`src/hdl/slot_table_first_fit_allocator_top_macros.svh`:
```
// Assertion macros for the slot table allocator.
// Included by stfa_scan, which checks its own control logic.
`ifndef SLOT_TABLE_FIRST_FIT_ALLOCATOR_TOP_MACROS_SVH
`define SLOT_TABLE_FIRST_FIT_ALLOCATOR_TOP_MACROS_SVH

// same-cycle implication
`define STFA_ASSERT_SAME(label, clk, rst_n, ante, cons, msg) \
    label: assert property (@(posedge clk) disable iff (!rst_n) (ante) |-> (cons)) \
        else $error(msg);

// next-cycle implication
`define STFA_ASSERT_NEXT(label, clk, rst_n, ante, cons, msg) \
    label: assert property (@(posedge clk) disable iff (!rst_n) (ante) |=> (cons)) \
        else $error(msg);

`endif

```
`src/hdl/stfa_pkg.sv`:
```
// Shared types and constants of the slot table allocator.
// No dependencies.
package stfa_pkg;

    localparam int unsigned ADDR_W     = 16;
    localparam int unsigned SIZE_W     = 17;
    localparam int unsigned ADDR_SPACE = 65536;

    localparam logic [SIZE_W-1:0] MAX_SIZE = 17'd65536;

    typedef enum logic {
        OP_ALLOC = 1'b0,
        OP_FREE  = 1'b1
    } t_op;

    typedef enum logic [2:0] {
        ST_OK        = 3'd0,
        ST_BAD_SIZE  = 3'd1,
        ST_NO_FIT    = 3'd2,
        ST_OVERFLOW  = 3'd3,
        ST_NOT_FOUND = 3'd4
    } t_status;

    typedef struct packed {
        t_op               operation;
        logic [SIZE_W-1:0] request_size;
        logic [ADDR_W-1:0] free_address;
    } t_req;

    typedef struct packed {
        logic [ADDR_W-1:0] block_address;
        t_status           status;
    } t_rsp;

    typedef struct packed {
        logic [ADDR_W-1:0] start_addr;
        logic [ADDR_W-1:0] end_addr;
    } t_slot;

endpackage

```
`src/hdl/stfa_if.sv`:
```
// Request and response channel interfaces of the slot table allocator.
// Depends on stfa_pkg.
interface stfa_req_if import stfa_pkg::*; ();
    logic              valid;
    logic              ready;
    logic              operation;
    logic [SIZE_W-1:0] request_size;
    logic [ADDR_W-1:0] free_address;

    modport source (output valid, output operation, output request_size,
                    output free_address, input ready);
    modport sink   (input valid, input operation, input request_size,
                    input free_address, output ready);
endinterface

interface stfa_rsp_if import stfa_pkg::*; ();
    logic              valid;
    logic              ready;
    logic [ADDR_W-1:0] block_address;
    t_status           status;

    modport source (output valid, output block_address, output status, input ready);
    modport sink   (input valid, input block_address, input status, output ready);
endinterface

```
`src/hdl/stfa_slot_mem.sv`:
```
// Slot start/end storage: two synchronous memories, one read port each.
// Depends on stfa_pkg.
module stfa_slot_mem import stfa_pkg::*; #(
    parameter int SLOT_COUNT = 64
) (
    input  logic                          i_clk,
    input  logic [$clog2(SLOT_COUNT)-1:0] i_rd_start_addr,
    input  logic [$clog2(SLOT_COUNT)-1:0] i_rd_end_addr,
    output t_slot                         o_rd,
    input  logic                          i_wr_en,
    input  logic [$clog2(SLOT_COUNT)-1:0] i_wr_addr,
    input  t_slot                         i_wr
);

    logic [ADDR_W-1:0] mem_start [SLOT_COUNT];
    logic [ADDR_W-1:0] mem_end   [SLOT_COUNT];
    logic [ADDR_W-1:0] r_start_q;
    logic [ADDR_W-1:0] r_end_q;

    always_ff @(posedge i_clk) begin
        if (i_wr_en) begin
            mem_start[i_wr_addr] <= i_wr.start_addr;
            mem_end[i_wr_addr]   <= i_wr.end_addr;
        end
    end

    always_ff @(posedge i_clk) begin
        r_start_q <= mem_start[i_rd_start_addr];
        r_end_q   <= mem_end[i_rd_end_addr];
    end

    assign o_rd.start_addr = r_start_q;
    assign o_rd.end_addr   = r_end_q;

endmodule

```
`src/hdl/stfa_scan.sv`:
```
// Request sequencer: slot scan, fit test, used bits and slot write-back.
// Depends on stfa_pkg, stfa_slot_mem and the assertion macro header.
`include "slot_table_first_fit_allocator_top_macros.svh"

module stfa_scan import stfa_pkg::*; #(
    parameter int SLOT_COUNT   = 64,
    parameter int MEMORY_BYTES = 65536,
    parameter int HEAP_OFFSET  = 1024
) (
    input  logic i_clk,
    input  logic i_rst_n,
    input  logic i_req_valid,
    output logic o_req_ready,
    input  t_req i_req,
    output logic o_res_valid,
    input  logic i_res_ready,
    output t_rsp o_res
);

    localparam int IW = $clog2(SLOT_COUNT);
    localparam int CW = IW + 1;
    localparam int unsigned HEAP_LIMIT =
        (MEMORY_BYTES > ADDR_SPACE) ? ADDR_SPACE : MEMORY_BYTES;
    localparam logic [18:0] LIMIT_W = 19'(HEAP_LIMIT);

    typedef enum logic [3:0] {
        S_IDLE   = 4'b0001,
        S_SCAN   = 4'b0010,
        S_WRITE  = 4'b0100,
        S_RESULT = 4'b1000
    } t_state;

    t_state              r_state, n_state;
    t_op                 r_op;
    logic [SIZE_W-1:0]   r_size;
    logic [ADDR_W-1:0]   r_faddr;
    logic [CW-1:0]       r_rd_idx, n_rd_idx;
    logic [IW-1:0]       r_ev_idx, n_ev_idx;
    logic                r_ev_vld, n_ev_vld;
    logic [SLOT_COUNT-1:0] r_used, n_used;
    logic [SIZE_W-1:0]   r_st, n_st;
    t_rsp                r_res, n_res;

    logic [IW-1:0]       rd_slot;
    logic [IW-1:0]       rd_start_addr;
    logic [IW-1:0]       rd_end_addr;
    t_slot               rd_q;
    logic                wr_en;
    t_slot               wr_data;

    logic [ADDR_W-1:0]   prev_end;
    logic [SIZE_W-1:0]   ev_st;
    logic                ev_last;
    logic                nxt_used;
    logic [SIZE_W-1:0]   nx;
    logic                room_ok;
    logic                alloc_hit;
    logic                free_hit;
    logic                hit;
    logic [17:0]         alloc_end;
    logic                alloc_ovf;
    logic                bad_size;

    assign rd_slot       = r_rd_idx[IW-1:0];
    assign rd_start_addr = (r_op == OP_ALLOC) ? rd_slot + IW'(1) : rd_slot;
    assign rd_end_addr   = rd_slot - IW'(1);

    stfa_slot_mem #(
        .SLOT_COUNT (SLOT_COUNT)
    ) u_mem (
        .i_clk           (i_clk),
        .i_rd_start_addr (rd_start_addr),
        .i_rd_end_addr   (rd_end_addr),
        .o_rd            (rd_q),
        .i_wr_en         (wr_en),
        .i_wr_addr       (r_ev_idx),
        .i_wr            (wr_data)
    );

    // fit test for the slot read in the previous cycle
    always_comb begin
        prev_end  = r_used[r_ev_idx - IW'(1)] ? rd_q.end_addr : '0;
        ev_st     = (r_ev_idx == '0) ? '0 : {1'b0, prev_end} + SIZE_W'(1);
        ev_last   = (r_ev_idx == IW'(SLOT_COUNT - 1));
        nxt_used  = !ev_last && r_used[r_ev_idx + IW'(1)];
        nx        = {1'b0, rd_q.start_addr};
        room_ok   = (nx > ev_st) && ((nx - ev_st) >= r_size);
        alloc_hit = !r_used[r_ev_idx] && (!nxt_used || room_ok);
        free_hit  = r_used[r_ev_idx] &&
                    (({1'b0, rd_q.start_addr} + SIZE_W'(HEAP_OFFSET)) == {1'b0, r_faddr});
        hit       = r_ev_vld && ((r_op == OP_ALLOC) ? alloc_hit : free_hit);
    end

    assign alloc_end = 18'(r_st) + 18'(r_size) - 18'd1;
    assign alloc_ovf = (19'(alloc_end) + 19'(HEAP_OFFSET)) >= LIMIT_W;
    assign bad_size  = (i_req.request_size == '0) || (i_req.request_size > MAX_SIZE);

    assign wr_en              = (r_state == S_WRITE) && (r_op == OP_ALLOC) && !alloc_ovf;
    assign wr_data.start_addr = r_st[ADDR_W-1:0];
    assign wr_data.end_addr   = alloc_end[ADDR_W-1:0];

    assign o_req_ready = (r_state == S_IDLE);
    assign o_res_valid = (r_state == S_RESULT);
    assign o_res       = r_res;

    always_comb begin
        n_state  = r_state;
        n_rd_idx = r_rd_idx;
        n_ev_idx = r_ev_idx;
        n_ev_vld = r_ev_vld;
        n_used   = r_used;
        n_st     = r_st;
        n_res    = r_res;
        unique case (r_state)
            S_IDLE: begin
                n_rd_idx = '0;
                n_ev_vld = 1'b0;
                if (i_req_valid) begin
                    if (t_op'(i_req.operation) == OP_ALLOC && bad_size) begin
                        n_res   = '{block_address: '0, status: ST_BAD_SIZE};
                        n_state = S_RESULT;
                    end else begin
                        n_state = S_SCAN;
                    end
                end
            end
            S_SCAN: begin
                if (hit) begin
                    n_st    = ev_st;
                    n_state = S_WRITE;
                end else if (r_rd_idx == CW'(SLOT_COUNT)) begin
                    n_res.block_address = '0;
                    n_res.status = (r_op == OP_ALLOC) ? ST_NO_FIT : ST_NOT_FOUND;
                    n_state = S_RESULT;
                end else begin
                    n_ev_idx = rd_slot;
                    n_ev_vld = 1'b1;
                    n_rd_idx = r_rd_idx + CW'(1);
                end
            end
            S_WRITE: begin
                if (r_op == OP_FREE) begin
                    n_used[r_ev_idx] = 1'b0;
                    n_res = '{block_address: '0, status: ST_OK};
                end else if (alloc_ovf) begin
                    n_res = '{block_address: '0, status: ST_OVERFLOW};
                end else begin
                    n_used[r_ev_idx] = 1'b1;
                    n_res.block_address = ADDR_W'(r_st + SIZE_W'(HEAP_OFFSET));
                    n_res.status = ST_OK;
                end
                n_state = S_RESULT;
            end
            S_RESULT: begin
                if (i_res_ready) begin
                    n_state = S_IDLE;
                end
            end
            default: begin
                n_state = S_IDLE;
            end
        endcase
    end

    always_ff @(posedge i_clk) begin
        if (!i_rst_n) begin
            r_state  <= S_IDLE;
            r_rd_idx <= '0;
            r_ev_vld <= 1'b0;
            r_used   <= '0;
        end else begin
            r_state  <= n_state;
            r_rd_idx <= n_rd_idx;
            r_ev_vld <= n_ev_vld;
            r_used   <= n_used;
        end
    end

    always_ff @(posedge i_clk) begin
        if (o_req_ready && i_req_valid) begin
            r_op    <= t_op'(i_req.operation);
            r_size  <= i_req.request_size;
            r_faddr <= i_req.free_address;
        end
        r_ev_idx <= n_ev_idx;
        r_st     <= n_st;
        r_res    <= n_res;
    end

    `STFA_ASSERT_SAME(a_alloc_free_slot, i_clk, i_rst_n, (r_state == S_WRITE) && (r_op == OP_ALLOC), !r_used[r_ev_idx], "allocate targets a used slot")
    `STFA_ASSERT_SAME(a_free_used_slot, i_clk, i_rst_n, (r_state == S_WRITE) && (r_op == OP_FREE), r_used[r_ev_idx], "free targets an unused slot")
    `STFA_ASSERT_NEXT(a_alloc_marks_used, i_clk, i_rst_n, wr_en, r_used[$past(r_ev_idx)], "allocated slot not marked used")
    `STFA_ASSERT_SAME(a_ready_no_result, i_clk, i_rst_n, o_req_ready, !o_res_valid, "request taken while result pending")
    `STFA_ASSERT_SAME(a_scan_bound, i_clk, i_rst_n, r_state == S_SCAN, r_rd_idx <= CW'(SLOT_COUNT), "scan index past last slot")

endmodule

```
`src/hdl/slot_table_first_fit_allocator_top.sv`:
```
// Top level of the slot table first-fit allocator: sequencer and output register.
// Depends on stfa_pkg, stfa_if and stfa_scan.
//
//  channel | dir | payload                                 | handshake
//  i_req   | in  | operation, request_size, free_address    | valid/ready
//  o_rsp   | out | block_address, status                   | valid/ready
//
// One item at a time. A bad size skips the scan and goes straight to the result. Otherwise the
// scan reads one slot per cycle from the slot memories; a hit on a slot goes through the
// write state to the result, a miss goes to the result after the last slot.
// Reset clears the used bits and the control registers; slot memories need no clearing pass.
// The output register holds a result under stall while the next item is taken.
module slot_table_first_fit_allocator_top import stfa_pkg::*; #(
    parameter int SLOT_COUNT   = 64,
    parameter int MEMORY_BYTES = 65536,
    parameter int HEAP_OFFSET  = 1024
) (
    input  logic             i_clk,
    input  logic             i_rst_n,
    stfa_req_if.sink         i_req,
    stfa_rsp_if.source       o_rsp
);

    t_req req;
    t_rsp res;
    logic res_valid;
    logic res_ready;
    logic r_out_vld;
    t_rsp r_out;

    assign req.operation    = t_op'(i_req.operation);
    assign req.request_size = i_req.request_size;
    assign req.free_address = i_req.free_address;

    stfa_scan #(
        .SLOT_COUNT   (SLOT_COUNT),
        .MEMORY_BYTES (MEMORY_BYTES),
        .HEAP_OFFSET  (HEAP_OFFSET)
    ) u_scan (
        .i_clk       (i_clk),
        .i_rst_n     (i_rst_n),
        .i_req_valid (i_req.valid),
        .o_req_ready (i_req.ready),
        .i_req       (req),
        .o_res_valid (res_valid),
        .i_res_ready (res_ready),
        .o_res       (res)
    );

    assign res_ready = !r_out_vld || o_rsp.ready;

    always_ff @(posedge i_clk) begin
        if (!i_rst_n) begin
            r_out_vld <= 1'b0;
        end else if (res_ready) begin
            r_out_vld <= res_valid;
        end
    end

    always_ff @(posedge i_clk) begin
        if (res_ready && res_valid) begin
            r_out <= res;
        end
    end

    assign o_rsp.valid         = r_out_vld;
    assign o_rsp.block_address = r_out.block_address;
    assign o_rsp.status        = r_out.status;

endmodule
```
`src/flat_wrapper.sv`:
```
// flat-port wrapper written by rule: the top's interface ports become plain ports
module slot_table_first_fit_allocator_top_flat import stfa_pkg::*;
#(
    parameter int SLOT_COUNT   = 64,
    parameter int MEMORY_BYTES = 65536,
    parameter int HEAP_OFFSET  = 1024
)
  (i_clk, i_rst_n, i_req_valid, i_req_operation, i_req_request_size, i_req_free_address, i_req_ready, o_rsp_valid, o_rsp_block_address, o_rsp_status, o_rsp_ready);
  stfa_req_if i_req_i ();
  stfa_rsp_if o_rsp_i ();
  input  logic i_clk;
  input  logic i_rst_n;
  input wire logic [$bits(i_req_i.valid)-1:0] i_req_valid;
  input wire logic [$bits(i_req_i.operation)-1:0] i_req_operation;
  input wire logic [$bits(i_req_i.request_size)-1:0] i_req_request_size;
  input wire logic [$bits(i_req_i.free_address)-1:0] i_req_free_address;
  output wire logic [$bits(i_req_i.ready)-1:0] i_req_ready;
  output wire logic [$bits(o_rsp_i.valid)-1:0] o_rsp_valid;
  output wire logic [$bits(o_rsp_i.block_address)-1:0] o_rsp_block_address;
  output wire logic [$bits(o_rsp_i.status)-1:0] o_rsp_status;
  input wire logic [$bits(o_rsp_i.ready)-1:0] o_rsp_ready;
  assign i_req_i.valid = i_req_valid;
  assign i_req_i.operation = i_req_operation;
  assign i_req_i.request_size = i_req_request_size;
  assign i_req_i.free_address = i_req_free_address;
  assign i_req_ready = i_req_i.ready;
  assign o_rsp_valid = o_rsp_i.valid;
  assign o_rsp_block_address = o_rsp_i.block_address;
  assign o_rsp_status = o_rsp_i.status;
  assign o_rsp_i.ready = o_rsp_ready;
  slot_table_first_fit_allocator_top #(.SLOT_COUNT(SLOT_COUNT), .MEMORY_BYTES(MEMORY_BYTES), .HEAP_OFFSET(HEAP_OFFSET)) u_core (.i_clk(i_clk), .i_rst_n(i_rst_n), .i_req(i_req_i), .o_rsp(o_rsp_i));
endmodule
```
`config.mk`:
```
export PLATFORM = sky130hd
export DESIGN_NAME = slot_table_first_fit_allocator_top_flat
export DESIGN_NICKNAME = d
export VERILOG_FILES = /design/src/hdl/stfa_pkg.sv /design/src/hdl/stfa_if.sv /design/src/hdl/stfa_slot_mem.sv /design/src/hdl/stfa_scan.sv /design/src/hdl/slot_table_first_fit_allocator_top.sv /design/src/flat_wrapper.sv
export VERILOG_INCLUDE_DIRS = /design/src /design/src/hdl
export SDC_FILE = /design/constraint.sdc
export NUM_CORES = 2
export LEC_CHECK = 0
export BUFFER_PORTS_ARGS = -buffer_cell sky130_fd_sc_hd__buf_2
export CAP_MARGIN = 5
export CORE_MARGIN = 2
export CORE_UTILIZATION = 40
export DETAILED_ROUTE_END_ITERATION = 10
export MAX_ROUTING_LAYER = met4
export PLACE_DENSITY = 0.59
export SKIP_LAST_GASP = 1
export SYNTH_ARGS = -nofsm -noshare
export SYNTH_HDL_FRONTEND = slang
export SYNTH_SLANG_ARGS = --single-unit
```
`constraint.sdc`:
```
create_clock -name i_clk -period 29.9 [get_ports i_clk]
set_input_delay 5.98 -clock i_clk [delete_from_list [all_inputs] [get_ports i_clk]]
set_output_delay 5.98 -clock i_clk [all_outputs]
set_load 0.03 [all_outputs]
```
## Word level (Yosys, flattened, before mapping)

Memory sizes are Yosys's and may differ from the RTL's. A register that Yosys moved wholly into a read port is not among the register bits.
Index checks and enable logic that the tools add are counted.

- Equal/unequal tests: 15
- Bitwise operators: 7
- Add/subtract/negate cells: 12
- Reductions and logical operators: 29
- Multiplexer cells: 36
- Magnitude comparators: 8

Operator list:

| cell | count |
|---|---|
| $mux W64 | 2 |
| $mux W19 | 6 |
| $and A64 B64 Y64 | 1 |
| $not A64 Y64 | 1 |
| $or A64 B64 Y64 | 1 |
| $pmux W19 S3 | 1 |
| $lt A6 B7 Y1 const B | 3 |
| $mux W4 | 5 |
| $add A18 B11 Y19 const B | 1 |
| $ge A19 B17 Y1 const B | 1 |
| $add A17 B17 Y18 | 1 |
| $bmux W1 S6 | 3 |
| $sub A18 B1 Y18 const B | 1 |
| $add A16 B1 Y17 const B | 1 |
| $add A16 B11 Y17 const B | 1 |
| $eq A17 B16 Y1 | 1 |
| $ge A17 B17 Y1 | 1 |
| $gt A16 B17 Y1 | 1 |
| $gt A17 B17 Y1 const B | 1 |
| $logic_not A17 Y1 | 1 |
| $mux W17 | 1 |
| $sub A16 B17 Y17 | 1 |
| $add A16 B11 Y16 const B | 1 |
| $mux W16 | 1 |
| 31 further kinds | 69 |

- Output and inout port bits: 21
- Memory bits (writable): 2048
- Register bits: 172
- Memories: 2

Memories:

| memory | depth | bits a word | rd ports | clocked after memory_dff | wr ports | RTL line | source |
|---|---|---|---|---|---|---|---|
| u_core.u_scan.u_mem.mem_end | 64 | 16 | 1 | 1 | 1 | stfa_slot_mem.sv:16 | `logic [ADDR_W-1:0] mem_end [SLOT_COUNT];` |
| u_core.u_scan.u_mem.mem_start | 64 | 16 | 1 | 1 | 1 | stfa_slot_mem.sv:15 | `logic [ADDR_W-1:0] mem_start [SLOT_COUNT];` |

## Longest topological paths before layout

- Depth after elaboration: 15
- Mapped depth: 40

## Cells and area by module

Synthesis repeated with hierarchy kept, for this count alone.

- Cell total of the unflattened synthesis: 4712
- Area total of the unflattened synthesis: 90872.2 um^2

By module, submodules not included:

| module | cells an instance | area each (um^2) | times used |
|---|---|---|---|
| stfa_slot_mem | 3498 | 78977.0 | 1 |
| stfa_scan | 1190 | 11267.1 | 1 |
| slot_table_first_fit_allocator_top | 24 | 628.1 | 1 |

## Worst setup path after synthesis

OpenSTA, ideal clock, no wires.

- Path kind: flip-flop to flip-flop
- Start: reg u_core.u_scan.r_ev_idx[0]
- End: reg u_core.u_scan.r_res, in the netlist u_core.u_scan.o_res[0], enable pin
- Clock period less this slack: 9706 ps
- Library setup time: 427 ps
- Arrival time: 9279 ps
- Cell stages (with the launch flop): 38
- Required time: 29473 ps
- Slack: 20194 ps
- Cells stage by stage: edfxtp_1 buf_6 buf_6 buf_2 buf_2 clkinv_1 ha_1 buf_2 mux4_2 mux4_2 a2111oi_4 a21oi_1 and2_1 ha_1 xor2_1 or2_2 ha_1 nor2b_1 [2 not listed] o21ai_0 a21boi_0 o21ai_0 nand2_1 a21o_1 a21oi_1 xnor2_1 ha_1 a21oi_1 o21ai_0 a41oi_1 nor2b_1 nor4_1 nor4_4 o21bai_1 mux2i_1 and3_1 a221oi_1

- Word-level cells in the longest chain between the ends: 15
- Elaborated cells on any way between the ends: 28

Ends and longest elaborated chain:

| element | RTL line | source |
|---|---|---|
| start, declared | stfa_scan.sv:38 | `logic [IW-1:0] r_ev_idx, n_ev_idx;` |
| start signal, assigned | stfa_scan.sv:185 | `r_ev_idx <= n_ev_idx;` |
| $sub A6 B1 Y6 | stfa_scan.sv:82 | `prev_end = r_used[r_ev_idx - IW'(1)] ? rd_q.end_addr : '0;` |
| $bmux W1 S6 | stfa_scan.sv:82 |  |
| $mux W1 (implied by the code) | stfa_scan.sv:82 |  |
| $mux W16 | stfa_scan.sv:82 |  |
| $add A16 B1 Y17 | stfa_scan.sv:83 | `ev_st = (r_ev_idx == '0) ? '0 : {1'b0, prev_end} + SIZE_W'(1);` |
| $mux W17 | stfa_scan.sv:83 |  |
| $sub A16 B17 Y17 | stfa_scan.sv:87 | `room_ok = (nx > ev_st) && ((nx - ev_st) >= r_size);` |
| $ge A17 B17 Y1 | stfa_scan.sv:87 |  |
| $logic_and A1 B1 Y1 | stfa_scan.sv:87 |  |
| $logic_or A1 B1 Y1 | stfa_scan.sv:88 | `alloc_hit = !r_used[r_ev_idx] && (!nxt_used \|\| room_ok);` |
| $logic_and A1 B1 Y1 | stfa_scan.sv:88 |  |
| $mux W1 (*) | stfa_scan.sv:91 | `hit = r_ev_vld && ((r_op == OP_ALLOC) ? alloc_hit : free_hit);` |
| $logic_and A1 B1 Y1 (*) | stfa_scan.sv:91 |  |
| $ne A2 B2 Y1 (no source line) (*) | -- |  |
| $reduce_and A5 Y1 (no source line) (*) | -- |  |
| end signal, assigned | stfa_scan.sv:187 | `r_res <= n_res;` |
| end, declared | stfa_scan.sv:42 | `t_rsp r_res, n_res;` |

Mark *: on every way between the ends. The rest lies on a longest branch, timed or not. The select of a mux whose other input is x is not followed.
A chain may end at the register's enable or synchronous reset.

## Worst setup path in the final report

- Start: reg u_core.u_scan.r_ev_idx[0]
- End: reg u_core.u_scan.r_res, in the netlist u_core.u_scan.o_res[4], enable pin

Same word-level chain as after synthesis.

==> metrics.txt <==
Starting Density 40.3%; full die area 228000 µm²; final hold slack 0.430 ns; Fillers 18400; status finished clean; most common cell in the netlist edfxtp_1; FF-to-FF End u_core.u_scan.o_res[4]; Mapped Nets 4293; unrepaired setup endpoints after global routing no; Post-CTS Setup Bufs 0; RD Place Congestion 0.872; leakage power 31.7 nW; layout cells sized above 1 slightly below 30%; TritonCTS Buffers roughly 220; number of global-route vias before repair between 40000 and 50000; EDFF count, synth 2143; P per Cell Area 66.6 nW/µm²; Final Setup Violations 0; port buffer count 58; synth warn 0; CP max-delay cell ha_1; All-Layer GR Usage a little over a fifth; crit path launch type flip-flop; Max Root-Sink Buffers 3; Worst-path clk slew 0.06 ns; syn avg cell area 21.5 µm²; num ports just under 60; Post-synth top flop edfxtp_1; post-synthesis cell type with the largest combined area edfxtp_1; ys async rst share 0%; skew final 0.0370 ns; Final Hold Fails 0; largest net degree at the start of global routing 148; fmax just over 0.09 GHz; Initial DRC Count 6029; synthesized instance count around 4200; multi-input logic area 22600 µm²; hold path depth 0; storage element area between 60000 and 70000 µm²; CTS tree yes; 1st-pass router iterations 5; Final Critical Period around 11 ns; final worst-path cycle share between 30% and 40%; NumNets Final 4496; Worst Max-Slew Pin Slew roughly 1.2 ns; Synth area leaders edfxtp_1 72%, mux4_2 18%, dfxtp_1 2.4%, ha_1 1.1%, clkbuf_1 0.66%; fin. max-slew vios 0; reg-to-reg startpoint u_core.u_scan.r_ev_idx[0]; HP Start u_core.u_scan.o_res[16]; gr ovfl total 0; layout overhead on the synthesized area 13.4%; first-pass GRT wire length between 300000 and 400000 µm; Critical Path Fanout Max 60; Max H-tree Level 4; Synth Register Bits 2252; Slew headroom 20.9%; synthesized area 89800 µm²; sequential share of the synthesized area ~74%; initial antenna violation count 11; Final ANT Viol Nets 0; Hold Path Class flip-flop to flip-flop; clock latency on the worst-skew pair ~0.85 ns; Req. time, crit path around 30 ns; R2R cell count 35; vias per inst 5.88; Final TNS setup 0 ns; Clock Tree Root clkbuf_16; Unique masters post-synth 68; WL/cell 32.1 µm; DIE HEIGHT about 480 µm; crit end category flip-flop; WHS Endpoint u_core.o_rsp.block_address[13]; post-layout util a little under half; Die X-Extent between 400 and 500 µm; CP Class flip-flop to flip-flop; row cnt 173; share of the synthesized area in the top cell type 71.7%; # clock sinks between 2000 and 2500; placeable core area 223000 µm²; Worst R2R Setup Slack 19.20 ns; via count 44400; worst vdd ir 0.0492 mV; Post-route DRC 0; Post-CTS Hold Fix Bufs 0; Max-Cap Viols 0; Routed WL roughly 240000 µm; dpl hpwl about 130000 µm; Max stage delay on crit path 0.66 ns; Arrival @ worst endpoint about 11 ns; top cells by count, synth 2143 x edfxtp_1, 703 x mux4_2, 159 x clkbuf_1, 129 x nor2_1, 114 x inv_1; post_cts resized 0
## where the power goes
part           internal (W)  switching [W]  leakage [nW]  total [W]
Clock               0.00154        0.00118          3.45    0.00272
Combinational      0.000166       0.000300          8.07   0.000466
Sequential          0.00357      0.0000204          20.2    0.00359
Total               0.00527        0.00150          31.7    0.00678
## state kept, by name, summed over array words and instances, names as in the netlist, named ones only
name	flops
u_core.u_scan.r_ev_vld	1
u_core.u_scan.u_mem.mem_start	1024
u_core.u_scan.r_rd_idx	7
u_core.u_scan.u_mem.mem_end	1024
u_core.u_scan.r_state	4
u_core.u_scan.r_ev_idx	6
u_core.u_scan.o_res	19
u_core.o_rsp.valid	1
u_core.u_scan.r_faddr	16
u_core.o_rsp.status	3
u_core.o_rsp.block_address	16
u_core.u_scan.u_mem.r_end_q	16
u_core.u_scan.u_mem.r_start_q	16
u_core.u_scan.r_op	1
u_core.u_scan.r_size	17
u_core.u_scan.r_st	17
## cells in the final DEF, fill, tap and decap left out, types with 9 or more instances in the layout
cell	count
edfxtp_1	2143
mux4_2	703
clkbuf_16	218
buf_4	140
inv_1	113
dfxtp_1	108
ha_1	74
o21ai_0	73
nor2_1	67
nor2_4	62
buf_2	58
nand2_1	57
clkbuf_1	51
a21oi_1	50
o311ai_0	46
clkinv_2	41
clkinv_1	40
nand3_1	35
mux2i_1	35
nand2b_1	30
xnor2_1	29
nor3_1	25
xor2_1	25
and2_1	23
nor2b_1	22
nand4_1	22
clkbuf_8	18
bufinv_16	17
o21a_1	16
xnor2_2	16
and3_1	14
a211oi_1	12
o31a_1	12
a31oi_1	9
nand3b_1	9
## how the worst max path moves through the flow
stage	from	cells after the start	endpoint	slack (ns)
2_1_floorplan	u_core.u_scan.r_ev_idx[0]	37	u_core.u_scan.o_res[0]	20.19
5_1_grt	u_core.u_scan.r_ev_idx[0]	35	u_core.u_scan.o_res[5]	18.41
6_report	u_core.u_scan.r_ev_idx[0]	35	u_core.u_scan.o_res[4]	19.20
3_5_place_dp	u_core.u_scan.r_ev_idx[0]	35	u_core.u_scan.o_res[3]	19.36
3_3_place_gp	u_core.u_scan.r_ev_idx[0]	35	u_core.u_scan.o_res[3]	19.40
4_1_cts	u_core.u_scan.r_ev_idx[0]	35	u_core.u_scan.o_res[5]	19.30
## worst max-delay path, delay by kind of cell, from the launching register on
kind	cells	cell delay, ns
AOI/OAI and AO/OA	14	3.23
and+or+nand+nor	8	2.14
buffers and inverters	4	1.78
adders and majority gates	4	1.53
muxes	3	0.98
DFF	1	0.33
xor gates and xnor gates	2	0.33
## cell families after synthesis
| family | share of synthesized area, % |
|---|---|
| AOI/OAI and AO/OA | 2.25 |
| xor gates and xnor gates | 0.693 |
| adders and majority gates | 1.10 |
| buffers and inverters | 1.44 |
| DFF | 74.1 |
| muxes | 18.1 |
| and+or+nand+nor | 2.31 |
## routing by layer
layer | routed length (µm) | GRT usage, % | vias to the layer above
met5 | 0 | - | -
met4 | 4600 | 4.27 | 0
met3 | 18500 | 3.72 | 315
met2 | 117000 | 33.7 | 1860
met1 | 103000 | 30.3 | 24200
li1 | - | - | 18000
## metrics by stage
step / cell area [µm²] / total power, W / std cells / setup WS (ns)
floorplan: 89800 / 0.00396 / 4177 / 20.19
global placement: 94800 / 0.00412 / 7136 / 19.40
detailed placement: 94800 / 0.00412 / 7136 / 19.36
CTS: 102000 / 0.00683 / 7541 / 19.30
finish: 102000 / 0.00678 / 7549 / 19.20
global route: 102000 / 0.00698 / 7544 / 18.41
## final cells by class
type | instances | area share [%]
diodes | 7 | 0.0172
flip-flops and latches | 2252 | 65.3
well taps | 2975 | 3.66
repair buffers | 203 | 1.42
inverters | 116 | 0.428
clock inverters | 118 | 1.11
clock buffers | 287 | 5.79
multi-input cells | 1591 | 22.2
Note: power is estimated with default switching activity, not from simulation.
